`config.mk`:
```
export PLATFORM = sky130hd
export DESIGN_NAME = first_fit_heap_allocator
export DESIGN_NICKNAME = d
export VERILOG_FILES = /design/src/design/ffha_pkg.sv /design/src/design/ffha_table.sv /design/src/design/first_fit_heap_allocator.sv
export SDC_FILE = /design/constraint.sdc
export NUM_CORES = 1
export LEC_CHECK = 0
export BUFFER_PORTS_ARGS = -buffer_cell sky130_fd_sc_hd__buf_4
export CORE_ASPECT_RATIO = 0.8
export CORE_MARGIN = 2
export CORE_UTILIZATION = 50
export DETAILED_ROUTE_END_ITERATION = 16
export PLACE_DENSITY = 0.66
export SETUP_SLACK_MARGIN = 0.4
export SLEW_MARGIN = 20
export SYNTH_ARGS = -nofsm -noshare
export SYNTH_HDL_FRONTEND = slang
export SYNTH_SLANG_ARGS = --single-unit
```
`constraint.sdc`:
```
create_clock -name i_clk -period 12.4 [get_ports i_clk]
set_input_delay 1.24 -clock i_clk [delete_from_list [all_inputs] [get_ports i_clk]]
set_output_delay 1.24 -clock i_clk [all_outputs]
set_load 0.02 [all_outputs]
```
`src/design/ffha_pkg.sv`:
```
`default_nettype none

package ffha_pkg;

    localparam int MAX_EXTENTS_DEF = 16;
    localparam int HEADER_BYTES    = 4;

    // configuration register indexes
    localparam int CFG_IDX_W = 1;
    localparam logic [CFG_IDX_W-1:0] CFG_HEAP_START  = 1'd0;
    localparam logic [CFG_IDX_W-1:0] CFG_HEAP_LENGTH = 1'd1;

    // operation kinds
    localparam logic KIND_ALLOC = 1'b0;
    localparam logic KIND_FREE  = 1'b1;

    // result status codes
    localparam logic [1:0] ST_OK         = 2'd0;
    localparam logic [1:0] ST_NO_SPACE   = 2'd1;
    localparam logic [1:0] ST_TABLE_FULL = 2'd2;

    typedef struct packed {
        logic [15:0] start;
        logic [15:0] length;
    } t_extent;

    typedef enum logic [4:0] {
        S_IDLE,
        S_SEED_ROOM,
        S_SEED_WR,
        S_A_START,
        S_A_RD,
        S_A_CHK,
        S_A_TAKE,
        S_R_CHK,
        S_R_RD,
        S_R_WR,
        S_F_BELOW,
        S_F_START,
        S_F_RD,
        S_F_CMP,
        S_F_NRD,
        S_F_NCAP,
        S_F_NEQ,
        S_F_NSUM,
        S_F_PRD,
        S_F_PCAP,
        S_F_PEQ,
        S_F_PSUM,
        S_F_ACT,
        S_I_CHK,
        S_I_RD,
        S_I_WR,
        S_I_PUT,
        S_FIN
    } t_state;

endpackage

`default_nettype wire

```
`src/design/ffha_table.sv`:
```
`default_nettype none

module ffha_table #(
    parameter int DEPTH = ffha_pkg::MAX_EXTENTS_DEF,
    parameter int AW    = $clog2(DEPTH)
) (
    input  wire                   i_clk,
    input  wire                   i_we,
    input  wire [AW-1:0]          i_waddr,
    input  ffha_pkg::t_extent     i_wdata,
    input  wire [AW-1:0]          i_raddr,
    output ffha_pkg::t_extent     o_rdata
);

    ffha_pkg::t_extent r_mem [DEPTH];
    ffha_pkg::t_extent r_rdata;

    always_ff @(posedge i_clk) begin
        if (i_we) begin
            r_mem[i_waddr] <= i_wdata;
        end
        r_rdata <= r_mem[i_raddr];
    end

    assign o_rdata = r_rdata;

endmodule

`default_nettype wire

```
`src/design/first_fit_heap_allocator.sv`:
```
// First-fit heap allocator with coalescing. Free space lives in an address-sorted
// table of MAX_EXTENTS (start, length) extents held in a single-port-read memory;
// one 17-bit adder/subtractor does the ordering compares and sums under a small
// sequencer. Each transaction on the input takes one result transaction on the
// output. The block takes one item at a time and holds o_stall high until that
// item's result is registered. Allocate walks the extents in address order from
// the first until one is large enough, then takes it; an exact fit removes the
// extent by moving each later entry down one place. Free checks the address
// against heap_start, finds the insert position, checks the following and then
// the preceding neighbour for a merge and rewrites a merged entry in place; with
// no merge it inserts by moving later entries up, and a merge with both removes
// one. Time is set by the table read per step, the shifting walk and any stall.
// The first transaction after reset, if an allocate, seeds from heap_start/heap_length.
`default_nettype none

module first_fit_heap_allocator #(
    parameter int MAX_EXTENTS = ffha_pkg::MAX_EXTENTS_DEF
) (
    input  wire                           i_clk,
    input  wire                           i_rst_n,
    input  wire                           i_cfg_we,
    input  wire [ffha_pkg::CFG_IDX_W-1:0] i_cfg_index,
    input  wire [15:0]                    i_cfg_data,
    input  wire                           i_valid,
    output logic                          o_stall,
    input  wire                           i_kind,
    input  wire [15:0]                    i_address,
    input  wire [15:0]                    i_length,
    output logic                          o_valid,
    input  wire                           i_stall,
    output logic [15:0]                   o_block_address,
    output logic [1:0]                    o_status,
    output logic                          o_below_start
);

    localparam int AW = $clog2(MAX_EXTENTS);
    localparam int CW = AW + 1;

    ffha_pkg::t_state r_state, n_state;

    logic [15:0]  r_heap_start, r_heap_length;
    logic [CW-1:0] r_count;
    logic          r_seeded;
    logic          r_out_valid;

    logic          r_kind;
    logic [15:0]   r_addr;
    logic [16:0]   r_size;
    logic [16:0]   r_sum;
    logic [15:0]   r_newlen;
    logic [CW-1:0] r_idx, r_pos;
    logic          r_mnext, r_flag;
    ffha_pkg::t_extent r_ent;
    logic [15:0]   r_block;
    logic [1:0]    r_status;
    logic          r_below;
    logic [15:0]   r_out_block;
    logic [1:0]    r_out_status;
    logic          r_out_below;

    logic          in_acc;
    logic [16:0]   n_size;
    logic [15:0]   base;
    logic [CW-1:0] idx_inc, idx_dec, pos_dec;
    logic          alu_lt;
    logic [15:0]   seed_len;

    // shared adder/subtractor
    logic [16:0]   alu_a, alu_b;
    logic          alu_sub;
    logic [17:0]   alu_res;

    logic          mem_we;
    logic [AW-1:0] mem_waddr, mem_raddr;
    ffha_pkg::t_extent mem_wdata, mem_rdata;

    ffha_table #(
        .DEPTH (MAX_EXTENTS),
        .AW    (AW)
    ) u_table (
        .i_clk   (i_clk),
        .i_we    (mem_we),
        .i_waddr (mem_waddr),
        .i_wdata (mem_wdata),
        .i_raddr (mem_raddr),
        .o_rdata (mem_rdata)
    );

    assign in_acc  = i_valid && !o_stall;
    assign o_stall = (r_state != ffha_pkg::S_IDLE);
    assign n_size  = (({1'b0, i_length} + 17'd3) & ~17'd3) + 17'(ffha_pkg::HEADER_BYTES);
    assign base    = {r_heap_start[15:2], 2'b00};
    assign idx_inc = r_idx + CW'(1);
    assign idx_dec = r_idx - CW'(1);
    assign pos_dec = r_pos - CW'(1);

    assign alu_res = {1'b0, alu_a} + (alu_sub ? ~{1'b0, alu_b} : {1'b0, alu_b})
                     + {17'd0, alu_sub};
    assign alu_lt  = alu_res[17];
    // smaller of heap_length and room left up to the top of the address space
    assign seed_len = alu_lt ? r_heap_length : r_sum[15:0];

    always_comb begin
        alu_a     = '0;
        alu_b     = '0;
        alu_sub   = 1'b0;
        mem_raddr = r_idx[AW-1:0];
        mem_we    = 1'b0;
        mem_waddr = r_idx[AW-1:0];
        mem_wdata = mem_rdata;
        unique case (r_state) inside
            ffha_pkg::S_SEED_ROOM: begin
                alu_a   = 17'h10000;
                alu_b   = {1'b0, base};
                alu_sub = 1'b1;
            end
            ffha_pkg::S_SEED_WR: begin
                alu_a     = {1'b0, r_heap_length};
                alu_b     = r_sum;
                alu_sub   = 1'b1;
                mem_we    = (seed_len != 16'd0);
                mem_waddr = '0;
                mem_wdata = '{start: base, length: seed_len};
            end
            ffha_pkg::S_A_CHK: begin
                alu_a   = {1'b0, mem_rdata.length};
                alu_b   = r_size;
                alu_sub = 1'b1;
            end
            ffha_pkg::S_A_TAKE: begin
                alu_a     = {1'b0, r_ent.start};
                alu_b     = r_size;
                mem_we    = (r_sum[15:0] != 16'd0);
                mem_wdata = '{start: alu_res[15:0], length: r_sum[15:0]};
            end
            ffha_pkg::S_R_RD: begin
                mem_raddr = idx_inc[AW-1:0];
            end
            ffha_pkg::S_R_WR, ffha_pkg::S_I_WR: begin
                mem_we = 1'b1;
            end
            ffha_pkg::S_F_BELOW: begin
                alu_a   = {1'b0, r_addr};
                alu_b   = {1'b0, base};
                alu_sub = 1'b1;
            end
            ffha_pkg::S_F_CMP: begin
                alu_a   = {1'b0, mem_rdata.start};
                alu_b   = {1'b0, r_addr};
                alu_sub = 1'b1;
            end
            ffha_pkg::S_F_NRD: begin
                mem_raddr = r_pos[AW-1:0];
            end
            ffha_pkg::S_F_NEQ: begin
                alu_a = {1'b0, r_addr};
                alu_b = r_size;
            end
            ffha_pkg::S_F_NSUM: begin
                alu_a = r_size;
                alu_b = {1'b0, r_ent.length};
            end
            ffha_pkg::S_F_PRD: begin
                mem_raddr = pos_dec[AW-1:0];
            end
            ffha_pkg::S_F_PEQ: begin
                alu_a = {1'b0, r_ent.start};
                alu_b = {1'b0, r_ent.length};
            end
            ffha_pkg::S_F_PSUM: begin
                alu_a     = {1'b0, r_ent.length};
                alu_b     = {1'b0, r_newlen};
                mem_we    = r_flag && !alu_res[16];
                mem_waddr = pos_dec[AW-1:0];
                mem_wdata = '{start: r_ent.start, length: alu_res[15:0]};
            end
            ffha_pkg::S_F_ACT: begin
                mem_we    = r_mnext;
                mem_waddr = r_pos[AW-1:0];
                mem_wdata = '{start: r_addr, length: r_newlen};
            end
            ffha_pkg::S_I_RD: begin
                mem_raddr = idx_dec[AW-1:0];
            end
            ffha_pkg::S_I_PUT: begin
                mem_we    = 1'b1;
                mem_waddr = r_pos[AW-1:0];
                mem_wdata = '{start: r_addr, length: r_newlen};
            end
            default: begin
            end
        endcase
    end

    always_comb begin
        n_state = r_state;
        unique case (r_state)
            ffha_pkg::S_IDLE: begin
                if (in_acc) begin
                    if (i_kind == ffha_pkg::KIND_FREE) begin
                        n_state = ffha_pkg::S_F_BELOW;
                    end else if (r_seeded) begin
                        n_state = ffha_pkg::S_A_START;
                    end else begin
                        n_state = ffha_pkg::S_SEED_ROOM;
                    end
                end
            end
            ffha_pkg::S_SEED_ROOM: n_state = ffha_pkg::S_SEED_WR;
            ffha_pkg::S_SEED_WR:   n_state = ffha_pkg::S_A_START;
            ffha_pkg::S_A_START: begin
                if (r_size[16] || r_count == '0) begin
                    n_state = ffha_pkg::S_FIN;
                end else begin
                    n_state = ffha_pkg::S_A_RD;
                end
            end
            ffha_pkg::S_A_RD: n_state = ffha_pkg::S_A_CHK;
            ffha_pkg::S_A_CHK: begin
                if (!alu_lt) begin
                    n_state = ffha_pkg::S_A_TAKE;
                end else if (idx_inc == r_count) begin
                    n_state = ffha_pkg::S_FIN;
                end else begin
                    n_state = ffha_pkg::S_A_RD;
                end
            end
            ffha_pkg::S_A_TAKE: begin
                n_state = (r_sum[15:0] != 16'd0) ? ffha_pkg::S_FIN : ffha_pkg::S_R_CHK;
            end
            ffha_pkg::S_R_CHK: begin
                n_state = (idx_inc < r_count) ? ffha_pkg::S_R_RD : ffha_pkg::S_FIN;
            end
            ffha_pkg::S_R_RD:    n_state = ffha_pkg::S_R_WR;
            ffha_pkg::S_R_WR:    n_state = ffha_pkg::S_R_CHK;
            ffha_pkg::S_F_BELOW: n_state = ffha_pkg::S_F_START;
            ffha_pkg::S_F_START: begin
                if (r_size[16] || r_size == '0) begin
                    n_state = ffha_pkg::S_FIN;
                end else if (r_count == '0) begin
                    n_state = ffha_pkg::S_F_ACT;
                end else begin
                    n_state = ffha_pkg::S_F_RD;
                end
            end
            ffha_pkg::S_F_RD: n_state = ffha_pkg::S_F_CMP;
            ffha_pkg::S_F_CMP: begin
                if (alu_lt) begin
                    n_state = (idx_inc == r_count) ? ffha_pkg::S_F_PRD : ffha_pkg::S_F_RD;
                end else if (r_idx == '0 && alu_res[16:0] == '0) begin
                    // same start as the first extent: goes after it
                    n_state = (r_count > CW'(1)) ? ffha_pkg::S_F_NRD : ffha_pkg::S_F_PRD;
                end else begin
                    n_state = ffha_pkg::S_F_NEQ;
                end
            end
            ffha_pkg::S_F_NRD:  n_state = ffha_pkg::S_F_NCAP;
            ffha_pkg::S_F_NCAP: n_state = ffha_pkg::S_F_NEQ;
            ffha_pkg::S_F_NEQ:  n_state = ffha_pkg::S_F_NSUM;
            ffha_pkg::S_F_NSUM: begin
                n_state = (r_pos != '0) ? ffha_pkg::S_F_PRD : ffha_pkg::S_F_ACT;
            end
            ffha_pkg::S_F_PRD:  n_state = ffha_pkg::S_F_PCAP;
            ffha_pkg::S_F_PCAP: n_state = ffha_pkg::S_F_PEQ;
            ffha_pkg::S_F_PEQ:  n_state = ffha_pkg::S_F_PSUM;
            ffha_pkg::S_F_PSUM: begin
                if (r_flag && !alu_res[16]) begin
                    n_state = r_mnext ? ffha_pkg::S_R_CHK : ffha_pkg::S_FIN;
                end else begin
                    n_state = ffha_pkg::S_F_ACT;
                end
            end
            ffha_pkg::S_F_ACT: begin
                if (r_mnext || r_count >= CW'(MAX_EXTENTS)) begin
                    n_state = ffha_pkg::S_FIN;
                end else begin
                    n_state = ffha_pkg::S_I_CHK;
                end
            end
            ffha_pkg::S_I_CHK: begin
                n_state = (r_idx > r_pos) ? ffha_pkg::S_I_RD : ffha_pkg::S_I_PUT;
            end
            ffha_pkg::S_I_RD:  n_state = ffha_pkg::S_I_WR;
            ffha_pkg::S_I_WR:  n_state = ffha_pkg::S_I_CHK;
            ffha_pkg::S_I_PUT: n_state = ffha_pkg::S_FIN;
            ffha_pkg::S_FIN: begin
                if (!r_out_valid || !i_stall) begin
                    n_state = ffha_pkg::S_IDLE;
                end
            end
            default: n_state = ffha_pkg::S_IDLE;
        endcase
    end

    // control state
    always_ff @(posedge i_clk) begin
        if (!i_rst_n) begin
            r_state       <= ffha_pkg::S_IDLE;
            r_heap_start  <= 16'd32768;
            r_heap_length <= 16'd32764;
            r_count       <= '0;
            r_seeded      <= 1'b0;
            r_out_valid   <= 1'b0;
        end else begin
            r_state <= n_state;
            if (i_cfg_we) begin
                unique case (i_cfg_index)
                    ffha_pkg::CFG_HEAP_START:  r_heap_start  <= i_cfg_data;
                    ffha_pkg::CFG_HEAP_LENGTH: r_heap_length <= i_cfg_data;
                    default: begin
                    end
                endcase
            end
            if (in_acc) begin
                r_seeded <= 1'b1;
            end
            if (r_state == ffha_pkg::S_SEED_WR) begin
                r_count <= (seed_len != 16'd0) ? CW'(1) : '0;
            end
            if (r_state == ffha_pkg::S_R_CHK && !(idx_inc < r_count)) begin
                r_count <= r_count - CW'(1);
            end
            if (r_state == ffha_pkg::S_I_PUT) begin
                r_count <= r_count + CW'(1);
            end
            if (r_state == ffha_pkg::S_FIN && (!r_out_valid || !i_stall)) begin
                r_out_valid <= 1'b1;
            end else if (!i_stall) begin
                r_out_valid <= 1'b0;
            end
        end
    end

    // working registers and result
    always_ff @(posedge i_clk) begin
        unique case (r_state) inside
            ffha_pkg::S_IDLE: begin
                if (in_acc) begin
                    r_kind   <= i_kind;
                    r_addr   <= i_address;
                    r_size   <= n_size;
                    r_status <= ffha_pkg::ST_OK;
                    r_block  <= '0;
                    r_below  <= 1'b0;
                end
            end
            ffha_pkg::S_SEED_ROOM: r_sum <= alu_res[16:0];
            ffha_pkg::S_A_START: begin
                r_idx <= '0;
                if (r_size[16] || r_count == '0) begin
                    r_status <= ffha_pkg::ST_NO_SPACE;
                end
            end
            ffha_pkg::S_A_CHK: begin
                r_ent <= mem_rdata;
                if (!alu_lt) begin
                    r_sum <= alu_res[16:0];
                end else begin
                    r_idx <= idx_inc;
                    if (idx_inc == r_count) begin
                        r_status <= ffha_pkg::ST_NO_SPACE;
                    end
                end
            end
            ffha_pkg::S_A_TAKE:  r_block <= r_ent.start;
            ffha_pkg::S_R_WR:    r_idx <= idx_inc;
            ffha_pkg::S_F_BELOW: r_below <= alu_lt;
            ffha_pkg::S_F_START: begin
                r_idx    <= '0;
                r_pos    <= '0;
                r_mnext  <= 1'b0;
                r_newlen <= r_size[15:0];
                if (r_size[16]) begin
                    r_status <= ffha_pkg::ST_NO_SPACE;
                end
            end
            ffha_pkg::S_F_CMP: begin
                r_ent <= mem_rdata;
                if (alu_lt) begin
                    r_idx <= idx_inc;
                    r_pos <= idx_inc;
                end else if (r_idx == '0 && alu_res[16:0] == '0) begin
                    r_pos <= CW'(1);
                end else begin
                    r_pos <= r_idx;
                end
            end
            ffha_pkg::S_F_NCAP, ffha_pkg::S_F_PCAP: r_ent <= mem_rdata;
            ffha_pkg::S_F_NEQ: r_flag <= (alu_res[16:0] == {1'b0, r_ent.start});
            ffha_pkg::S_F_NSUM: begin
                // merge with the following extent only if the sum still fits
                if (r_flag && !alu_res[16]) begin
                    r_mnext  <= 1'b1;
                    r_newlen <= alu_res[15:0];
                end
            end
            ffha_pkg::S_F_PEQ: r_flag <= (alu_res[16:0] == {1'b0, r_addr});
            ffha_pkg::S_F_PSUM: begin
                if (r_flag && !alu_res[16] && r_mnext) begin
                    r_idx <= r_pos;
                end
            end
            ffha_pkg::S_F_ACT: begin
                if (!r_mnext) begin
                    if (r_count >= CW'(MAX_EXTENTS)) begin
                        r_status <= ffha_pkg::ST_TABLE_FULL;
                    end else begin
                        r_idx <= r_count;
                    end
                end
            end
            ffha_pkg::S_I_WR: r_idx <= idx_dec;
            ffha_pkg::S_FIN: begin
                if (!r_out_valid || !i_stall) begin
                    r_out_block  <= (r_kind == ffha_pkg::KIND_ALLOC) ? r_block : 16'd0;
                    r_out_status <= r_status;
                    r_out_below  <= r_below;
                end
            end
            default: begin
            end
        endcase
    end

    assign o_valid         = r_out_valid;
    assign o_block_address = r_out_block;
    assign o_status        = r_out_status;
    assign o_below_start   = r_out_below;

    a_count_bound: assert property (@(posedge i_clk) disable iff (!i_rst_n)
        r_count <= CW'(MAX_EXTENTS))
        else $error("extent count above table depth");

    a_busy_after_accept: assert property (@(posedge i_clk) disable iff (!i_rst_n)
        in_acc |=> (r_state != ffha_pkg::S_IDLE))
        else $error("sequencer did not leave idle after a transaction");

    a_result_from_fin: assert property (@(posedge i_clk) disable iff (!i_rst_n)
        $rose(r_out_valid) |-> ($past(r_state) == ffha_pkg::S_FIN))
        else $error("result raised outside the finish step");

endmodule

`default_nettype wire
```
Word level (Yosys, flattened, before mapping) --
Memories as Yosys holds them, arrays and structs flattened. A register that Yosys moved wholly into a read port is not among the register bits. Cells that the tools add are included.
Storage, ports and cells: memory bits (read-only) 0, output and inout port bits 21, bits in writable memories 512, word-level logic and storage cells 203, input bits 55, memories kept 1, register bits 193, latch bits 0
Memory list:
- u_table.r_mem | words 16, width 32, read ports 1, clocked after memory_dff 1, write ports 1, line ffha_table.sv:15 | ffha_pkg::t_extent r_mem [DEPTH];
Cells by class: equality and inequality tests 44, $lt $le $gt $ge 4, reduce and logical (&&, ||, !) cells 55, shift-type cells 0, muxes and demuxes 65, div/mod/pow operators 0, add/subtract/negate cells 9, bitwise gates (word level) 2, $mul 0
Operators with widths (number):
- case mux 5 bit (28 select lines) | 1
- case mux 17 bit (8 select lines) | 1
- case mux 32 bit (4 select lines) | 1
- two-way mux 5 bit | 25
- case mux 17 bit (6 select lines) | 1
- case mux 16 bit (2 select lines) | 2
- equality test 5 bit (second input constant) | 12
- two-way mux 16 bit | 3
- equality test 5 x 4 -> 1 bit (second input constant) | 8
- equality test 17 x 16 -> 1 bit | 2
- logical NOT 17 bit | 2
- case mux 17 bit (2 select lines) | 1
- nonzero test 16 bit | 2
- case mux 5 bit (6 select lines) | 1
- equality test 5 x 3 -> 1 bit (second input constant) | 4
- adder 17 x 18 -> 18 bit | 1
- adder 18 x 1 -> 18 bit | 1
- two-way mux 18 bit | 1
- two-way mux 2 bit | 9
- NOT 17 -> 18 bit | 1
- AND reduction 2 bit | 9
- adder 16 x 2 -> 17 bit (second input constant) | 1
- adder 17 x 3 -> 17 bit (second input constant) | 1
- two-way mux 17 bit | 1
- 36 further kinds | 88

Longest topological paths before layout --
depth after elaboration 13, mapped depth 24

By module --
A second synthesis with hierarchy kept.
Unflattened totals: cells, all modules 2208, area, all modules 32398.6 µm²
Modules (own cells, without submodules):
- ffha_table | area an instance 19854.0 µm², instances 1, cells an instance 838, seq. area each 16015.4 µm²
- first_fit_heap_allocator | area an instance 12544.5 µm², instances 1, cells an instance 1370, seq. area each 5255.0 µm²

Least setup slack after synthesis --
Ideal clock, no wire load.
path kind reg2reg, start point register r_state[4], end point memory u_table.r_mem[2][0] (netlist bit), enable pin, clock period less this slack 9872 ps, setup slack 2528 ps, required time 11805 ps, buffers on the path 6, cell stages (with the launch flop) 23, arrival time 9277 ps, path through dfxtp_1 buf_4 buf_4 clkbuf_1 clkbuf_1 a21oi_1 nor2_1 a21oi_1 nor2_1 clkbuf_1 a21oi_1 xnor2_1 ha_1 clkbuf_1 nor2b_1 o31ai_2 a21oi_1 o21a_1 a211oi_2 nand2_1 o21ai_0 a21oi_1 a2111oi_0
On the way: word-level cells in the longest chain between the ends 12, elaborated cells on any way between the ends 37, those cells by class 2 x add/sub; 14 x eq/ne; 9 x mux; 1 x bitwise; 11 x reduce/logical
Ends and longest elaborated chain:
- from (decl) | line first_fit_heap_allocator.sv:39 | ffha_pkg::t_state r_state, n_state;
- from (signal assigned) | line first_fit_heap_allocator.sv:298 | r_state <= ffha_pkg::S_IDLE;
- from (signal assigned) | line first_fit_heap_allocator.sv:305 | r_state <= n_state;
- equality test 5 x 3 -> 1 bit (tied with other cells)
- OR reduction 3 bit (no source line) / OR reduction 2 bit (equally long branches)
- case mux 17 bit (6 select lines) | line first_fit_heap_allocator.sv:111 | unique case (r_state) inside
- NOT 17 -> 18 bit | line first_fit_heap_allocator.sv:97 | assign alu_res = {1'b0, alu_a} + (alu_sub ? ~{1'b0, alu_b} : {1'b0, alu_b})
- two-way mux 18 bit | line first_fit_heap_allocator.sv:97
- adder 17 x 18 -> 18 bit | line first_fit_heap_allocator.sv:97
- adder 18 x 1 -> 18 bit | line first_fit_heap_allocator.sv:98 | + {17'd0, alu_sub};
- two-way mux 16 bit / logical NOT 1 bit (equally long branches) | line first_fit_heap_allocator.sv:101, first_fit_heap_allocator.sv:173
- nonzero test 16 bit / logical AND 1 bit (equally long branches) | line first_fit_heap_allocator.sv:121, first_fit_heap_allocator.sv:173
- case mux 1 bit (5 select lines) | line first_fit_heap_allocator.sv:111
- two-way mux 1 bit | line ffha_table.sv:19 | if (i_we) begin
- two-way mux 1 bit (not written as such) | line ffha_table.sv:20 | r_mem[i_waddr] <= i_wdata;
- to (decl) | line ffha_table.sv:15
Parallel ways exist; a longest one is shown, timed or not.

Worst setup path in the final report --
start point register r_state[4], end point memory u_table.r_mem[14][8] (netlist bit), enable pin
Same word-level chain as after synthesis.

==> results.md <==
- Wl on met1: 46600 um
- Cells after synthesis: 2840
- Crit Reg-Reg Startpoint: r_state[4]
- Setup_tns: 0 ps
- Fmax: 126 MHz
- Die H: 236 um
- Max FO, Critical Path: 57
- RSZ-0062 raised after global routing: false
- Post-Route Skew: 21.4 ps
- CP Class: flop to flop
- Top sig layer: met4
- Post-synthesis sequential area ratio: 63.4%
- Hold path start: r_status[0]
- Vias: 24922
- Ys flop type: edfxtp_1
- Max-Slew Margin vs Limit: 13.1%
- Syn nets: 2930
- Detail Route Antenna Nets: 0
- Status: completed
- Nets: 2961
- Ports: 76
- Gr ovfl total: 0
- Antenna violations before repair: 1
- Initial DRC count: 3785
- Clk pin slew, worst setup/hold paths: 60 ps
- Routed wl met2: 46300 um
- Element type at the critical path end: flop
- Max VDD drop: 0.000213 V
- Drt pass-1 iters: 14
- Max cap viols: 0
- Tot GR Track Use: 30.4%
- Routed wire length: 107000 um
- Final setup violation count: 0
- Core area: 0.0661 mm^2
- Worst Max-Slew Pin Slew: 1300 ps
- Startpoint Class: flop
- CP Data Required Time: 12710 ps
- Bufs on Longest Clock Path: 3
- Cells resized by post-CTS repair: 0
- Area fraction of the dominant cell type after synthesis: 59.0%
- Detailed-routed wire length on met3: 10600 um
- IO buf count: 75
- Yosys warnings: 0
- CTS tree: yes
- Routed vias/inst: 6.57
- Post-synthesis average cell area: 11.8 um^2
- Post-Syn Area: 0.0336 mm^2
- Min Tclk post-route: 7970 ps
- RD Place Congestion: 0.966
- Pin count of the biggest net entering global routing: 210
- Root buffer cell: clkbuf_16
- PD cells: 256 mW/mm^2
- Post-route non-filler standard cell count: 3792
- Max Slew Vio Count: 0
- CP arrival: 8270 ps
- CTS buffer count: 75
- Cts-stage hold buffer count: 0
- Synth area leaders: edfxtp_1 59%, nand2_1 5.4%, dfxtp_1 4.4%
- Die W: 294 um
- Global-route wire length before repair: 156000 um
- Worst hold path class: flop to flop
- Drt drc: 0
- Layout cells sized above 1: 11.7%
- Final worst slack: 4430 ps
- Antenna fix cells: 0
- Clock latency on the worst-skew pair: 640 ps
- Pre-CTS WS: 4690 ps
- Postcts setup bufs: 0
- Cells after DPL: 3650
- Synthesis-to-finish area growth: 13.1%
- CTS sink count: 733
- # H-tree levels: 3
- Hold Fails Final Rpt: 0
- Yosys top cell by area: edfxtp_1
- Async set-reset flop share out of synthesis: 0%
- WL per Instance: 28.1 um
- #FFs+latches synth: 733
- Crit share post-route: 64.2%
- P_leak: 12.8 nW
- CP startpoint: r_state[4]
- Site Rows: 84
- Hpwl dp: 69000 um
- Synth unique cells: 89
- Number of flops mapped to enable cells by yosys: 659
- Vias in the first global route: 23890
- Initial Util: 50.8%
- Die area: 0.0692 mm^2
power breakdown:
part / switching (mW) / leakage, nW / internal, mW
Clock: 0.975 / 1.25 / 1.37
Combinational: 2.68 / 4.95 / 1.08
Sequential: 0.241 / 6.57 / 3.39
Total: 3.89 / 12.8 / 5.84
Yosys cell counts (4+ instances only):
library cell / count
o22ai_1: 5
and3_1: 21
or3_1: 8
nor2b_1: 28
a211oi_1: 173
nand2b_1: 13
or2_2: 5
a22oi_1: 24
xnor2_1: 44
o31ai_1: 4
mux2i_1: 26
and2_1: 140
nand4_1: 12
o211ai_1: 17
a2111oi_0: 7
xor2_1: 19
nor2_1: 86
a221oi_1: 10
a211o_1: 5
buf_1: 8
nand2_1: 487
nand3_1: 69
dfxtp_1: 74
nor4_1: 23
edfxtp_1: 659
nor3b_1: 4
ha_1: 34
inv_1: 41
nor3_1: 33
a31oi_1: 89
a221o_1: 5
a21oi_1: 172
o21a_1: 8
a222oi_1: 74
a311oi_1: 65
clkbuf_1: 183
buf_2: 12
a21o_1: 11
o21ai_0: 57
kinds of logic after synthesis:
family | share of synthesized area, %
AO/OA/AOI/OAI | 16.3
XOR/XNOR | 1.64
adder cells (fa/ha/maj) | 1.33
buffers and inverters | 2.97
flip-flops | 63.4
multiplexers | 0.909
AND/OR/NAND/NOR | 13.5
cell type report:
| cell class | instances | area, um^2 |
|---|---|---|
| tap | 860 | 1080 |
| clock buffer | 96 | 2040 |
| timing repair buffer | 162 | 1260 |
| multi-input combinational | 1854 | 11600 |
| clock inverter | 42 | 533 |
| sequential | 733 | 21300 |
| fill | 5390 | 28100 |
| inverter | 45 | 171 |
layout by cell type, fill, tap and decap left out, types with 21 or more instances in the layout:
cell	count
a311oi_1	65
a31oi_1	87
buf_4	154
a222oi_1	74
edfxtp_1	659
dfxtp_1	74
mux2i_1	26
nand3_1	69
nand2_1	487
inv_1	41
nor2_1	82
xnor2_1	44
and3_1	21
nor3_1	30
ha_1	34
a21oi_1	155
a211oi_1	171
clkbuf_16	77
and2_1	139
nor4_1	21
o21ai_0	54
nor2b_1	28
a22oi_1	24
path summary, 6_finish.rpt:
kind,slack (ps),depth (start not counted),endpoint
setup / recovery,4430,19,u_table.r_mem[14][8]
hold / removal,420,0,o_status[0]
setup reg to reg,4430,19,u_table.r_mem[14][8]
hold reg to reg,420,0,o_status[0]
layer usage:
layer  vias up  global-route usage [%]
li1      10978                       -
met1     12418                    44.8
met2      1289                    44.1
met3       237                    8.00
met4         0                    8.92
met5         -                       0
stage by stage:
stage	instance area, um^2	utilization [%]	power (mW)	hold slack (ps)
after floorplan	33600	-	5.86	400
after global placement	35300	53.4	7.28	406
after detailed placement	35300	53.5	7.32	405
after CTS	37900	57.4	9.66	420
after global routing	38000	57.4	10.1	442
final	38000	57.4	9.73	420
flip-flops by register name, indices dropped and copies added (netlist names), 2 cells and up:
| register | cells |
|---|---|
| o_block_address | 16 |
| o_status | 2 |
| r_addr | 16 |
| r_block | 16 |
| r_count | 5 |
| r_ent | 32 |
| r_heap_length | 16 |
| r_heap_start | 14 |
| r_idx | 5 |
| r_newlen | 16 |
| r_pos | 5 |
| r_size | 15 |
| r_state | 5 |
| r_status | 2 |
| r_sum | 17 |
| u_table.o_rdata | 32 |
| u_table.r_mem | 512 |
critical path: stages (launching register included):
cell,delay (ps)
dfxtp_1,720
buf_4,420
nand3b_1,340
nor2_4,450
buf_4,650
a222oi_1,180
nand2_1,120
a21oi_1,60
xnor2_1,160
ha_1,400
nor2b_1,190
o31ai_2,550
a21oi_1,220
o21a_1,240
a211oi_2,670
nand2_1,210
o21ai_0,410
a21oi_4,350
a21oi_4,790
buf_4,440
Note: power is estimated with default switching activity, not from simulation.
